==> src/rtl/assert_macros.svh <==
// Assertion macros shared by the recovery unit's RTL files.
// No dependencies; included by files that carry concurrent assertions.
`ifndef ASSERT_MACROS_SVH
`define ASSERT_MACROS_SVH

// Check a property on a named clock, ignored while the named reset is high
`define RPDR_ASSERT_CLK(label, clock, reset, prop, msg) \
  label: assert property (@(posedge clock) disable iff (reset) (prop)) else $error(msg);

// Check a property on the local clk, ignored while rst is high
`define RPDR_ASSERT(label, prop, msg) \
  `RPDR_ASSERT_CLK(label, clk, rst, prop, msg)

`endif

==> src/rtl/rpdr_pkg.sv <==
// Types, codes and fixed widths of the rotating parity disk recovery unit.
// No dependencies; imported by the interfaces, controller, datapath and top level.
package rpdr_pkg;

  // Field widths of the item, result and configuration channels
  localparam int MAX_DISKS  = 6;
  localparam int MIN_DISKS  = 2;
  localparam int ACT_W      = 2;
  localparam int COL_W      = MAX_DISKS;
  localparam int NIB_W      = 4;
  localparam int CFG_IDX_W  = 2;
  localparam int CFG_DATA_W = 8;

  // Configuration register widths, limits and reset values
  localparam int DC_W            = 3;
  localparam int BB_W            = 7;
  localparam int BC_W            = 8;
  localparam int MAX_BLOCK_BITS  = 64;
  localparam int MAX_BLOCK_COUNT = 128;
  localparam int DC_RESET        = 3;
  localparam int BB_RESET        = 4;
  localparam int BC_RESET        = 1;

  // Cursor and address arithmetic widths
  localparam int CUR_BIT_W  = 7;   // holds block_bits itself before wrapping
  localparam int CUR_DISK_W = 3;
  localparam int CUR_BLK_W  = 8;   // holds block_count itself when done
  localparam int TAKEN_W    = 3;
  localparam int PROD_W     = 15;  // block index times block bits, plus bit
  localparam int SUM_W      = 13;  // a column index before reduction is below 8192
  localparam int TOTAL_W    = 14;  // block_bits times block_count, up to 8192

  typedef enum logic [ACT_W-1:0] {
    ACT_START = 2'd0,
    ACT_LOAD  = 2'd1,
    ACT_FETCH = 2'd2
  } action_t;

  typedef enum logic [CFG_IDX_W-1:0] {
    REG_DISK_COUNT  = 2'd0,
    REG_BLOCK_BITS  = 2'd1,
    REG_BLOCK_COUNT = 2'd2,
    REG_ODD_PARITY  = 2'd3
  } cfg_reg_t;

  typedef enum logic [3:0] {
    ST_IDLE,
    ST_EXEC,
    ST_PAR,
    ST_NORM,
    ST_ADDR,
    ST_READ,
    ST_TAKE,
    ST_FIN
  } state_t;

  // Commands from the controller to the datapath
  typedef struct packed {
    logic accept;
    logic exec_start;
    logic exec_load;
    logic par_init;
    logic par_step;
    logic norm_step;
    logic addr_calc;
    logic rd_en;
    logic take;
    logic out_load;
  } rpdr_cmd_t;

  // Status from the datapath to the controller
  typedef struct packed {
    action_t act;
    logic    fetch_ok;
    logic    par_stale;
    logic    par_last;
    logic    norm_stable;
    logic    cur_done;
    logic    taken_full;
  } rpdr_status_t;

endpackage

==> src/rtl/rpdr_ctrl.sv <==
// Controller of the recovery unit: item handshake, sequencing and result slot.
// Depends on rpdr_pkg for state, command and status types.
`include "assert_macros.svh"

module rpdr_ctrl import rpdr_pkg::*; (
  input  logic         clk,
  input  logic         rst,
  input  logic         item_valid,
  output logic         item_ready,
  output logic         result_valid,
  input  logic         result_ready,
  output rpdr_cmd_t    cmd,
  input  rpdr_status_t st
);

  state_t state, state_next;

  // State register
  always_ff @(posedge clk) begin
    if (rst) begin
      state <= ST_IDLE;
    end else begin
      state <= state_next;
    end
  end

  // Result slot: fill on load, drop once taken
  always_ff @(posedge clk) begin
    if (rst) begin
      result_valid <= 1'b0;
    end else if (cmd.out_load) begin
      result_valid <= 1'b1;
    end else if (result_ready) begin
      result_valid <= 1'b0;
    end
  end

  assign item_ready = (state == ST_IDLE);

  // Next state and commands
  always_comb begin
    state_next = state;
    cmd        = '0;
    case (state)
      ST_IDLE: begin
        if (item_valid) begin
          cmd.accept = 1'b1;
          state_next = ST_EXEC;
        end
      end
      ST_EXEC: begin
        case (st.act)
          ACT_START: begin
            cmd.exec_start = 1'b1;
            state_next     = ST_FIN;
          end
          ACT_LOAD: begin
            cmd.exec_load = 1'b1;
            state_next    = ST_FIN;
          end
          ACT_FETCH: begin
            if (!st.fetch_ok) begin
              state_next = ST_FIN;
            end else if (st.par_stale) begin
              cmd.par_init = 1'b1;
              state_next   = ST_PAR;
            end else begin
              state_next = ST_NORM;
            end
          end
          default: begin
            state_next = ST_FIN;
          end
        endcase
      end
      ST_PAR: begin
        cmd.par_step = 1'b1;
        if (st.par_last) begin
          state_next = ST_NORM;
        end
      end
      ST_NORM: begin
        if (!st.norm_stable) begin
          cmd.norm_step = 1'b1;
        end else if (st.cur_done || st.taken_full) begin
          state_next = ST_FIN;
        end else begin
          state_next = ST_ADDR;
        end
      end
      ST_ADDR: begin
        cmd.addr_calc = 1'b1;
        state_next    = ST_READ;
      end
      ST_READ: begin
        cmd.rd_en  = 1'b1;
        state_next = ST_TAKE;
      end
      ST_TAKE: begin
        cmd.take   = 1'b1;
        state_next = ST_NORM;
      end
      ST_FIN: begin
        if (!result_valid || result_ready) begin
          cmd.out_load = 1'b1;
          state_next   = ST_IDLE;
        end
      end
      default: begin
        state_next = ST_IDLE;
      end
    endcase
  end

  // A finished item always reaches the result slot
  `RPDR_ASSERT(a_fin_loads_result, (state == ST_FIN) && (!result_valid || result_ready) |=> result_valid, "finished item did not reach the result slot")

  // A read is always followed by taking its bit
  `RPDR_ASSERT(a_read_then_take, cmd.rd_en |=> (state == ST_TAKE), "store read not followed by bit take")

endmodule

==> config.mk <==
export PLATFORM = sky130hd
export DESIGN_NAME = rpdr_ctrl
export DESIGN_NICKNAME = d
export VERILOG_FILES = /design/src/rtl/rpdr_pkg.sv /design/src/rtl/rpdr_ctrl.sv
export VERILOG_INCLUDE_DIRS = /design/src /design/src/rtl
export SDC_FILE = /design/constraint.sdc
export NUM_CORES = 1
export LEC_CHECK = 0
export BUFFER_PORTS_ARGS = -buffer_cell sky130_fd_sc_hd__buf_2
export CAP_MARGIN = 25
export CORE_AREA = 2 2 39 41
export DETAILED_ROUTE_END_ITERATION = 6
export DIE_AREA = 0 0 41 43
export PLACE_DENSITY = 0.69
export SYNTH_ARGS = -nofsm -noshare
export SYNTH_HDL_FRONTEND = slang
export SYNTH_SLANG_ARGS = --single-unit
export TNS_END_PERCENT = 20
==> constraint.sdc <==
create_clock -name clk -period 1.1 [get_ports clk]
set_clock_uncertainty 0.05 [all_clocks]
set_input_delay 0 -clock clk [delete_from_list [all_inputs] [get_ports clk]]
set_output_delay 0 -clock clk [all_outputs]
set_load 0.02 [all_outputs]
* After elaboration in Yosys (flattened, before gate mapping) *
Cells that the tools add are included.

word-level totals
  flip-flop bits (word level) = 5
  input bits = 12
  output and inout bits = 12
  logic and storage cells = 49

operators by class
  eq/ne operators = 13
  multiplexer cells = 27
  reduce and logical (&&, ||, !) cells = 7

operators by type and width
  cell                                                              count
  4-bit case mux with 8 select lines                                1
  4-bit two-way mux                                                 6
  1-bit two-way mux                                                 18
  4-bit by 3-bit == test with 1-bit output (second input constant)  4
  4-bit by 2-bit == test with 1-bit output (second input constant)  2
  2-bit inequality test (second input constant)                     4
  4-bit by 1-bit == test with 1-bit output (second input constant)  1
  4-bit logical NOT                                                 1
  4-bit AND reduction                                               1
  3-bit two-way mux                                                 1
  2-bit by 1-bit == test with 1-bit output (second input constant)  1
  2-bit == test (second input constant)                             1
  2-bit logical NOT                                                 1
  1-bit logical OR                                                  2
  2-bit two-way mux                                                 1
  2-bit nonzero test                                                1
  1-bit logical NOT                                                 1

* Logic depth before layout (Yosys ltp) *
  word-level depth = 5
  depth in mapped cells = 4
  gate-level depth less buffers = 3

* Least setup slack after synthesis *
OpenSTA, ideal clock, no wires.

  path type = register to output
  start point = reg state[2]
  end point = out cmd[7] (netlist name)
  arrival = 1290 ps
  data required time = 1050 ps
  setup slack = -240 ps
  cell stages (with the launch flop) = 5
  path buffers = 1
  cell sequence = dfxtp_1 buf_2 nor2_1 nand2_1 nor3b_1

RTL lines
  element                 RTL line         text
  from (decl)             rpdr_ctrl.sv:16  state_t state, state_next;
  from (signal assigned)  rpdr_ctrl.sv:23  state <= state_next;
  to (decl)               rpdr_ctrl.sv:12  output rpdr_cmd_t cmd,

* Worst setup path in the final report *
  start point = reg state[0]
  end point = reg state[1]

between the ends
  word-level cells in the longest chain between the ends = 3
  elaborated cells between the ends (all ways) = 14
  those cells by class = eq/ne (11); mux (1); reduce/logical (2)

RTL lines
  element                                                                 RTL line         text
  4-bit by 3-bit == test with 1-bit output, or another cell as far along  rpdr_ctrl.sv:44  case (state)
  2-bit inequality test (no source line)                                  -
  4-bit AND reduction (no source line)                                    -

Parallel ways exist; a longest one is shown, timed or not.
A chain may end at the register's enable or synchronous reset.

==> results.py <==
metrics = {
    "outcome": {
        "status": "complete, but fails checks",
        "violations": "setup timing",
    },
    "routing": {
        "viasPerCell": 5.090,
        "wl_um": 1283,
        "drt_iter0_drc": 3,
        "num_vias": 509,
        "wire_per_inst_um": 12.83,
        "drc": 0,
        "dr.pass1.iters": 3,
        "antenna_left": 0,
    },
    "yosys": {
        "synthSimpleGateAreaFrac_pct": 45.90,
        "synthMuxAreaShare_pct": 2.623,
        "yosysSeqAreaShare_pct": 20.98,
        "synth_top_family_by_area": "simple AND/OR/NAND/NOR gates",
        "synth-seq-cells": 4,
        "ys_warn_count": 0,
        "synth-xor-area-share_pct": 0,
        "avgSynthCellArea_um2": 8.119,
        "syn-cell-area_um2": 381.6,
        "synth_compound_area_share_pct": 22.95,
        "synth_adder_area_share_pct": 0,
        "syn-num-nets": 59,
        "ys_types": 24,
        "netlist_instances": 47,
    },
    "sta": {
        "max_slew_margin_pct": 78.34,
        "rsz0062_at_grt": "yes",
        "timing.final.crit_share_pct": 115.2,
        "setup_viol": 13,
        "slew_violations": 0,
        "fmax_ghz": 0.7894,
        "fin_crit_ns": 1.267,
        "setup_ws_ns": -0.1667,
        "tightest_slew_ns": 0.3242,
        "hold_viol": 0,
        "fin_setup_tns_ns": -1.170,
    },
    "placed_design": {
        "gp_congestion": 0.7935,
        "dp_slack_ns": -0.2052,
        "dp.cells": 88,
        "io_buffers": 23,
        "placedInstanceArea_um2": 560.5,
        "dp_hpwl_um": 842.8,
    },
    "cells_and_area": {
        "drive_gt1_share_pct": 69.05,
        "layout_common_cells": "buf_2, buf_4, buf_6",
        "stdcell_area_um2": 753.2,
        "syn_to_final_growth_pct": 97.38,
        "num-nets-final": 98,
        "antennaDiodeCount": 0,
        "final_common_cell": "buf_2",
        "fin_cells": 100,
    },
    "critical_path": {
        "start_kind": "flip-flop",
        "rr_worst_depth": 4,
        "cp.arrival_ns": 1.35,
        "crit_type": "flip-flop to flip-flop",
        "r2r-start": "state[0]$_SDFFE_PP0P_",
        "cp-end-kind": "flip-flop",
        "r2r_slack_ns": -0.17,
        "r2r-end": "state[1]$_SDFFE_PP0P_",
        "cp_data_required_time_ns": 1.19,
        "cp_max_fo": 6,
    },
    "power": {
        "power_density_mw_per_mm2": 1733,
        "peakVddDrop_mv": 0.6706,
        "intPower_w": 0.0007765,
        "sequentialPowerShare_pct": 22.4,
        "pwr-share-clk_pct": 13.6,
        "p_comb_share_pct": 64.1,
        "p_sw_w": 0.0005286,
        "power_w": 0.001305,
        "switching_share_pct": 40.50,
        "p_leak_nw": 0.3450,
    },
    "global_route": {
        "track_usage_pct": 15.35,
        "globalRoute.totalOverflow": 0,
        "grt_max_degree": 11,
        "grt_pass1_vias": 444,
        "grt_antenna_before_repair": 0,
        "grt_pass1_wl_um": 1807,
    },
    "cts": {
        "cts-root-buf": "clkbuf_4",
        "clk_pin_slew_ns": 0.04,
        "cts_buffers": 3,
        "cts-htree-levels": 1,
        "numClockSinks": 4,
        "clock_path_buffers": 2,
        "clk_latency_ns": 0.23,
        "tritoncts": "done",
    },
    "floorplanning": {
        "pin_count": 24,
        "num_rows": 14,
        "initial_core_util_pct": 27.58,
        "die_h_um": 43,
        "coreArea_mm2": 0.001384,
        "die_w_um": 41,
        "die-area_mm2": 0.001763,
    },
    "hold_path": {
        "holdPathEnd": "state[0]$_SDFFE_PP0P_",
        "min_delay_path_depth": 3,
        "min_from": "rst",
        "min_path_type": "primary input to flip-flop",
    },
    "flow_run": {
        "drv_cap": 0,
    },
}
## worst max-delay path, cell delays in order, from the launching register on
cell      delay (ns)
dfxtp_4         0.37
buf_6           0.13
nor3b_1         0.13
o32a_1          0.29
a221oi_2        0.21
## cells in the mapped netlist (all sizes together)
cell type,count,share of area (%)
buf,3,5.6
a2111oi,1,3.9
dfxtp,4,21
nor2b,4,6.6
inv,2,2.0
a21oi,1,1.3
nand2,1,0.98
a221oi,2,6.2
mux2i,1,2.6
o32a,1,2.6
a221o,1,2.6
nor2,6,5.9
a32o,1,2.6
nor3,2,3.9
nand4b,1,2.3
o21ai,1,1.3
nor3b,6,12
or2,1,1.6
and2,5,8.2
o2bb2ai,1,2.3
and3b,2,4.6
## routing by layer
metal / wire length, um / up-vias / track usage [%] / part of all wire, %
li1: - / 250 / - / -
met1: 546 / 245 / 17.31 / 43
met2: 673 / 14 / 24.38 / 52
met3: 63 / 0 / 7.853 / 4.9
met4: 0 / 0 / 4.000 / 0
met5: 0 / - / 0 / 0
## area by class of cell
cell class,count,area (um2)
clock buffer,3,22.52
fill,129,630.6
inverter,2,7.507
multi-input combinational,38,346.6
sequential,4,91.34
tap,16,20.02
timing repair buffer,37,265.3
## state kept, by name, indices dropped and copies added (netlist names)
name and cells:
result_valid 1, state 3
## worst max-delay path by stage
stage                                from               endpoint  depth (start not counted)
floorplan           state[1]$_SDFFE_PP0P_                 cmd[4]                          3
global placement    state[1]$_SDFFE_PP0P_  state[0]$_SDFFE_PP0P_                          3
detailed placement  state[1]$_SDFFE_PP0P_  state[2]$_SDFFE_PP0P_                          3
CTS                 state[0]$_SDFFE_PP0P_                 cmd[9]                          4
global route        state[0]$_SDFFE_PP0P_                 cmd[9]                          4
finish              state[0]$_SDFFE_PP0P_  state[1]$_SDFFE_PP0P_                          4
## logic make-up (layout without fill, tap and decap cells)
kind of cell | after synthesis | count (layout)
multiplexers | 1 | 1
AO/OA/AOI/OAI | 9 | 9
flip-flops | 4 | 4
buffers and inverters | 5 | 42
AND/OR/NAND/NOR | 28 | 28
## power groups by stage
stage | registers (W) | clock network (W) | logic (W)
after CTS | 0.000292 | 0.000190 | 0.000735
after floorplan | 0.000196 | 0 | 0.000460
after global routing | 0.000297 | 0.000207 | 0.000894
after global placement | 0.000272 | 0 | 0.000556
after detailed placement | 0.000274 | 0 | 0.000557
final | 0.000292 | 0.000177 | 0.000836
## stage by stage
stage                     utilization, %  hold slack, ns
after floorplan                        -        -0.01512
after global routing               54.43         0.08404
final                              54.43         0.07309
after detailed placement           40.51          0.2122
after CTS                          50.54         0.06565
after global placement             40.51          0.2114
## timing repair
action                                 4_1_cts  5_1_grt
endpoints found under the hold margin        3        0
pin swaps                                    5        6
buffers inserted                             4        3
hold buffers                                 2        0
setup endpoints to repair                   15       15
resized for setup                           27        9
(Power assumes the default switching activity.)
